===== src/priority_slot_allocator_macros.svh =====
// ----------------------------------------------------------------------------
// priority_slot_allocator_macros
// Assertion macros shared by the slot allocator RTL.
// ----------------------------------------------------------------------------
`ifndef PRIORITY_SLOT_ALLOCATOR_MACROS_SVH
`define PRIORITY_SLOT_ALLOCATOR_MACROS_SVH

// same-cycle implication
`define PSA_ASSERT_IMP(lbl, clk, rst_n, ante, cons, msg) \
  lbl: assert property (@(posedge clk) disable iff (!rst_n) (ante) |-> (cons)) \
    else $error(msg);

// next-cycle implication
`define PSA_ASSERT_NXT(lbl, clk, rst_n, ante, cons, msg) \
  lbl: assert property (@(posedge clk) disable iff (!rst_n) (ante) |=> (cons)) \
    else $error(msg);

`endif


===== src/psa_pkg.sv =====
// ----------------------------------------------------------------------------
// psa_pkg
// Types and constants of the priority slot allocator.
// ----------------------------------------------------------------------------
`timescale 1ns / 1ps
`default_nettype none

package psa_pkg;

  localparam int unsigned MAX_ENTRIES_DEF = 64;

  localparam int unsigned CMD_W  = 2;
  localparam int unsigned PRIO_W = 8;
  localparam int unsigned LIFE_W = 15;
  localparam int unsigned SLOT_W = 6;
  localparam int unsigned IDX_W  = 7;
  localparam int unsigned CNT_W  = 7;

  localparam logic [PRIO_W-1:0] PRIO_RESET = 8'd128;
  localparam logic [IDX_W-1:0]  EIU_RESET  = 7'd64;

  typedef enum logic [CMD_W-1:0] {
    CMD_ALLOC = 2'd0,
    CMD_TICK  = 2'd1,
    CMD_FREE  = 2'd2,
    CMD_NOP   = 2'd3
  } cmd_e;

  typedef enum logic [1:0] {
    ST_IDLE,
    ST_SCAN,
    ST_DONE
  } state_e;

  // search / tick wave handed from cell to cell
  typedef struct packed {
    logic             tok;
    logic             fh;
    logic [IDX_W-1:0] fh_idx;
    logic             fl;
    logic [IDX_W-1:0] fl_idx;
    logic             dh;
    logic [IDX_W-1:0] dh_idx;
    logic             dl;
    logic [IDX_W-1:0] dl_idx;
    logic [CNT_W-1:0] cnt;
  } carry_t;

  // current request, broadcast to all cells
  typedef struct packed {
    cmd_e              cmd;
    logic [PRIO_W-1:0] prio;
    logic [IDX_W-1:0]  n;
    logic [IDX_W-1:0]  start;
  } req_t;

  // single-slot write, broadcast to all cells
  typedef struct packed {
    logic              en;
    logic              clr;
    logic [IDX_W-1:0]  idx;
    logic [PRIO_W-1:0] prio;
    logic              prot;
    logic [LIFE_W-1:0] life;
  } wr_t;

endpackage

`default_nettype wire


===== src/psa_cell.sv =====
// ----------------------------------------------------------------------------
// psa_cell
// One table slot plus its stage of the search / tick wave.
// ----------------------------------------------------------------------------
`timescale 1ns / 1ps
`default_nettype none

module psa_cell #(
  parameter int unsigned Index = 0
) (
  input  wire             clk_i,
  input  wire             rst_ni,
  input  psa_pkg::req_t   req_i,
  input  psa_pkg::wr_t    wr_i,
  input  psa_pkg::carry_t carry_i,
  output psa_pkg::carry_t carry_o
);
  import psa_pkg::*;

  localparam logic [31:0]      IdxL  = Index;
  localparam logic [IDX_W-1:0] MyIdx = IdxL[IDX_W-1:0];

  logic              free_q, free_d;
  logic [LIFE_W-1:0] life_q, life_d;
  logic [PRIO_W-1:0] prio_q, prio_d;
  logic              prot_q, prot_d;
  carry_t            carry_q, carry_d;

  logic active;
  logic at_hi;
  logic disp_ok;

  always_comb begin
    active  = IdxL < 32'(req_i.n);
    at_hi   = IdxL >= 32'(req_i.start);
    disp_ok = (req_i.prio < prio_q) || ((req_i.prio == prio_q) && !prot_q);

    carry_d = carry_i;
    free_d  = free_q;
    life_d  = life_q;
    prio_d  = prio_q;
    prot_d  = prot_q;

    if (carry_i.tok && active) begin
      case (req_i.cmd)
        CMD_ALLOC: begin
          if (free_q) begin
            if (at_hi && !carry_i.fh) begin
              carry_d.fh     = 1'b1;
              carry_d.fh_idx = MyIdx;
            end else if (!at_hi && !carry_i.fl) begin
              carry_d.fl     = 1'b1;
              carry_d.fl_idx = MyIdx;
            end
          end
          if (disp_ok) begin
            if (at_hi && !carry_i.dh) begin
              carry_d.dh     = 1'b1;
              carry_d.dh_idx = MyIdx;
            end else if (!at_hi && !carry_i.dl) begin
              carry_d.dl     = 1'b1;
              carry_d.dl_idx = MyIdx;
            end
          end
        end
        CMD_TICK: begin
          if (!free_q) begin
            if (life_q == '0) begin
              free_d      = 1'b1;
              prio_d      = PRIO_RESET;
              prot_d      = 1'b0;
              carry_d.cnt = carry_i.cnt + CNT_W'(1);
            end else begin
              life_d = life_q - LIFE_W'(1);
            end
          end
        end
        default: ;
      endcase
    end

    if (wr_i.en && (32'(wr_i.idx) == IdxL)) begin
      if (wr_i.clr) begin
        free_d = 1'b1;
        prio_d = PRIO_RESET;
        prot_d = 1'b0;
      end else begin
        free_d = 1'b0;
        life_d = wr_i.life;
        prio_d = wr_i.prio;
        prot_d = wr_i.prot;
      end
    end
  end

  always_ff @(posedge clk_i or negedge rst_ni) begin
    if (!rst_ni) begin
      free_q <= 1'b1;
      prio_q <= PRIO_RESET;
      prot_q <= 1'b0;
    end else begin
      free_q <= free_d;
      prio_q <= prio_d;
      prot_q <= prot_d;
    end
  end

  always_ff @(posedge clk_i) begin
    life_q <= life_d;
  end

  always_ff @(posedge clk_i or negedge rst_ni) begin
    if (!rst_ni) begin
      carry_q <= '0;
    end else begin
      carry_q <= carry_d;
    end
  end

  assign carry_o = carry_q;

endmodule

`default_nettype wire


===== config.mk =====
export PLATFORM = sky130hd
export DESIGN_NAME = psa_cell
export DESIGN_NICKNAME = d
export VERILOG_FILES = /design/src/priority_slot_allocator_macros.svh /design/src/psa_pkg.sv /design/src/psa_cell.sv
export SDC_FILE = /design/constraint.sdc
export NUM_CORES = 1
export LEC_CHECK = 0
export ABC_AREA = 1
export ABC_CLOCK_PERIOD_IN_PS = 2000
export BUFFER_PORTS_ARGS = -buffer_cell sky130_fd_sc_hd__buf_2
export CAP_MARGIN = 25
export CORE_MARGIN = 5
export CORE_UTILIZATION = 45
export CTS_CLUSTER_SIZE = 8
export DETAILED_ROUTE_END_ITERATION = 10
export PLACE_DENSITY = 0.82
export SYNTH_ARGS = -nofsm -noshare
export SYNTH_HDL_FRONTEND = slang
export SYNTH_SLANG_ARGS = --single-unit

===== constraint.sdc =====
create_clock -name clk_i -period 2 [get_ports clk_i]
set_input_delay 0.2 -clock clk_i [delete_from_list [all_inputs] [get_ports clk_i]]
set_output_delay 0.2 -clock clk_i [all_outputs]
set_load 0.005 [all_outputs]

==> qor.csv <==
metric,value,unit
status,"finished, final reports clean",
post-synthesis compound-gate area fraction,0.0574,
post-synth net total,539,
dominant cell type by area after synthesis,dfrtp_1,
Reg-to-Reg Start,prio_q[7]$_DFFE_PN1P_,
layout cells sized above 1,0.352,
worst-case hold slack,0.0434,ns
Slew @ Worst Pin,0.459,ns
Antenna Cells,0,
FP Rows,31,
type of the tightest min-delay check,in -> reg,
Congestion Overflow GR,0,
RSZ-0062 raised after global routing,no,
Total Nets Final,688,
worst slew margin relative to its limit,0.693,
core area,7330,um2
"delay-heaviest family, CP",simple AND/OR/NAND/NOR gates,
CP Max Fanout,7,
min Tclk post-route,1.78,ns
Setup CP Type,reg -> reg,
Syn Area/Cell,7.98,um2
Clock transition at path regs,0.07,ns
TritonRoute pass-1 iters,4,
Placed Area,4220,um2
Leakage Power,0.00250,uW
flop2flop setup slack,0.22,ns
I/O Pins,139,
PnR Total Power,3050,uW
worst IR drop on VDD,0.348,mV
"Design Area, Final",4430,um2
final hold viol count,0,
wire length per cell,13.0,um
"count leader, synth",nand2_1,
PD cells,688,nW/um2
CTS tree,built,
gr usage total,0.192,
synth cell count leaders,"nand2_1 (91), inv_1 (75), nor2_1 (57)",
async set or reset register ratio after synthesis,0.769,
Area Growth Syn to Fin,29.5,%
die extent in y,97.2,um
hold path cells,2,
first-pass GRT wire length,14800,um
f_max,563,MHz
htree depth,3,
Crit path largest cell delay,0.52,ns
synthesized area,3420,um2
largest net degree at the start of global routing,27,
Die W,97.2,um
Total Die Area,9450,um2
Yosys top cell area share,0.351,
Worst Setup End Kind,register,
port buffer count,138,
Max Slew Vio Count,0,
Max clock buf depth,2,
Clock Root Buffer,clkbuf_8,
global placer's final weighted congestion,0.845,
Worst Path Buf+Inv,2,
Synth Area in XOR/XNOR,0.0128,
critical path cell sequence,inv_1 -> ha_1 -> nand2_1 -> nor2_1 -> nand4_1 -> nand2_1 -> nand3_2 -> nand2_1 -> inv_1,
Synth Area in Simple Gates,0.333,
library cells used by synthesis,33,
skew final,0.00744,ns
cts bufs inserted,9,
most frequent CP cell,nand2_1,
remaining antenna violation count after routing,0,
Post-Synthesis Cells,429,
Post-Synth Adder-Cell Area,0.0402,
Fillers,655,
vias in the first global route,3334,
via count,3192,
initial antenna violation count,0,
count of flip-flops with a built-in enable after synthesis,0,
"Seq/Total Area, Yosys",0.454,
Final setup viols,0,
via/cell ratio,4.68,
Synth Warn #,0,
hold path startpoint,carry_i[6],
Final period util,0.888,
Iter 0 DRT Violations,86,
R2R depth,9,
mux cell area share after synthesis,0,
DR DRC count,0,
post-DP HPWL,7260,um
clock sinks,65,
synthesized flop and latch total,65,
WP data required,2.23,ns
largest family of logic cells by synthesized area,simple AND/OR/NAND/NOR gates,
worst r2r dst,carry_o[13]$_DFF_PN0_,
Synth area leaders,"dfrtp_1 (35%), nand2_1 (10%), dfxtp_1 (8.8%)",
"Data arrival, critical path",2.01,ns
Slowest cell on crit path,dfstp_2,
Clock Latency Late Sink,0.34,ns
final wirelength,8840,um
setup TNS,0,ns
Most used DFF post-synth,dfrtp_1,
worst hold endpoint,carry_o[6]$_DFF_PN0_,
MaxCap Viol Count,0,
CP startpoint kind,register,
initial cell density of the core,0.467,
-- kinds of logic (layout without fill, tap and decap cells) --
family          count (synthesis)  count (layout)
flops                          65              65
fa+ha+maj                      11              11
simple gates                  228             228
compound gates                 33              33
xor+xnor                        5               5
buf+inv                        87             241
-- metrics by stage --
step | setup WS [ns] | utilization | cells
6_report | 0.223 | 0.605 | 682
5_1_grt | 0.0448 | 0.605 | 682
4_1_cts | 0.138 | 0.604 | 682
3_5_place_dp | 0.157 | 0.576 | 665
3_3_place_gp | 0.270 | 0.576 | 665
2_1_floorplan | 0.395 | - | 429
-- worst reg2reg max path, cell delays in order (launching register included) --
cell and delay (ns):
dfstp_2 0.52, inv_1 0.05, ha_1 0.31, nand2_1 0.06
nor2_1 0.13, nand4_1 0.09, nand2_1 0.18, nand3_2 0.17
nand2_1 0.11, inv_1 0.05
-- layer usage --
| layer | routed length, um | vias up | GRT usage |
|---|---|---|---|
| li1 | - | 1629 | - |
| met4 | 152 | 0 | 0.0659 |
| met3 | 559 | 12 | 0.0524 |
| met1 | 3480 | 1451 | 0.212 |
| met2 | 4650 | 100 | 0.352 |
| met5 | 0 | - | 0 |
-- power breakdown --
| group | switching, uW | total [uW] | internal (uW) |
|---|---|---|---|
| logic | 274 | 489 | 216 |
| clock network | 523 | 1100 | 577 |
| registers | 49.5 | 1460 | 1410 |
| total | 846 | 3050 | 2200 |
-- area by class of cell --
class,count,area (um2),share of cell area
timing repair buffer,142,723,0.163
multi-input combinational,277,1520,0.344
clock inverter,6,68.8,0.0155
inverter,83,312,0.0703
clock buffer,10,128,0.0288
sequential,65,1550,0.351
tap,99,124,0.0280
-- flip-flops by register name, indices dropped and copies added, names as in the netlist --
signal / count
free_q: 1
prio_q: 8
life_q: 15
prot_q: 1
carry_o: 40
-- worst max-delay path by stage --
| stage | startpoint | to | cells after the start |
|---|---|---|---|
| final | prio_q[7]$_DFFE_PN1P_ | carry_o[13]$_DFF_PN0_ | 9 |
| after global routing | prio_q[7]$_DFFE_PN1P_ | carry_o[13]$_DFF_PN0_ | 9 |
| after CTS | prio_q[7]$_DFFE_PN1P_ | carry_o[13]$_DFF_PN0_ | 9 |
| after detailed placement | prio_q[7]$_DFFE_PN1P_ | carry_o[13]$_DFF_PN0_ | 9 |
| after global placement | prio_q[7]$_DFFE_PN1P_ | carry_o[13]$_DFF_PN0_ | 9 |
| after floorplan | prio_q[7]$_DFFE_PN1P_ | carry_o[10]$_DFF_PN0_ | 9 |
-- repair_timing --
item	in CTS	in global routing
resized for setup	0	1
endpoints found under the hold margin	16	0
setup buffers	0	0
endpoints found under the setup margin	0	7
hold buffers	1	0
-- cell usage in the layout, fill, tap and decap left out --
master	instances
buf_2	138
nand2_1	91
inv_1	75
nor2_1	57
dfrtp_1	48
nand3_1	23
dfxtp_1	15
o21ai_1	13
nand4_1	12
ha_1	11
nor2_2	10
clkbuf_8	9
inv_2	8
a21oi_1	7
a21oi_2	6
nor2_4	5
nand2_2	5
nor3_1	5
nand3_4	4
nand2_4	4
clkinvlp_4	4
o21bai_1	3
o21ai_0	3
and3_1	3
xnor2_1	3
buf_4	3
nand3b_1	2
or2_0	2
nand3_2	2
xor2_1	2
dfstp_2	2
nor2_8	1
nor3_2	1
nand4_2	1
a31oi_1	1
clkbuf_1	1
bufinv_16	1
clkinv_4	1
dlygate4sd3_1	1
Power figures use the tool's default switching activity.
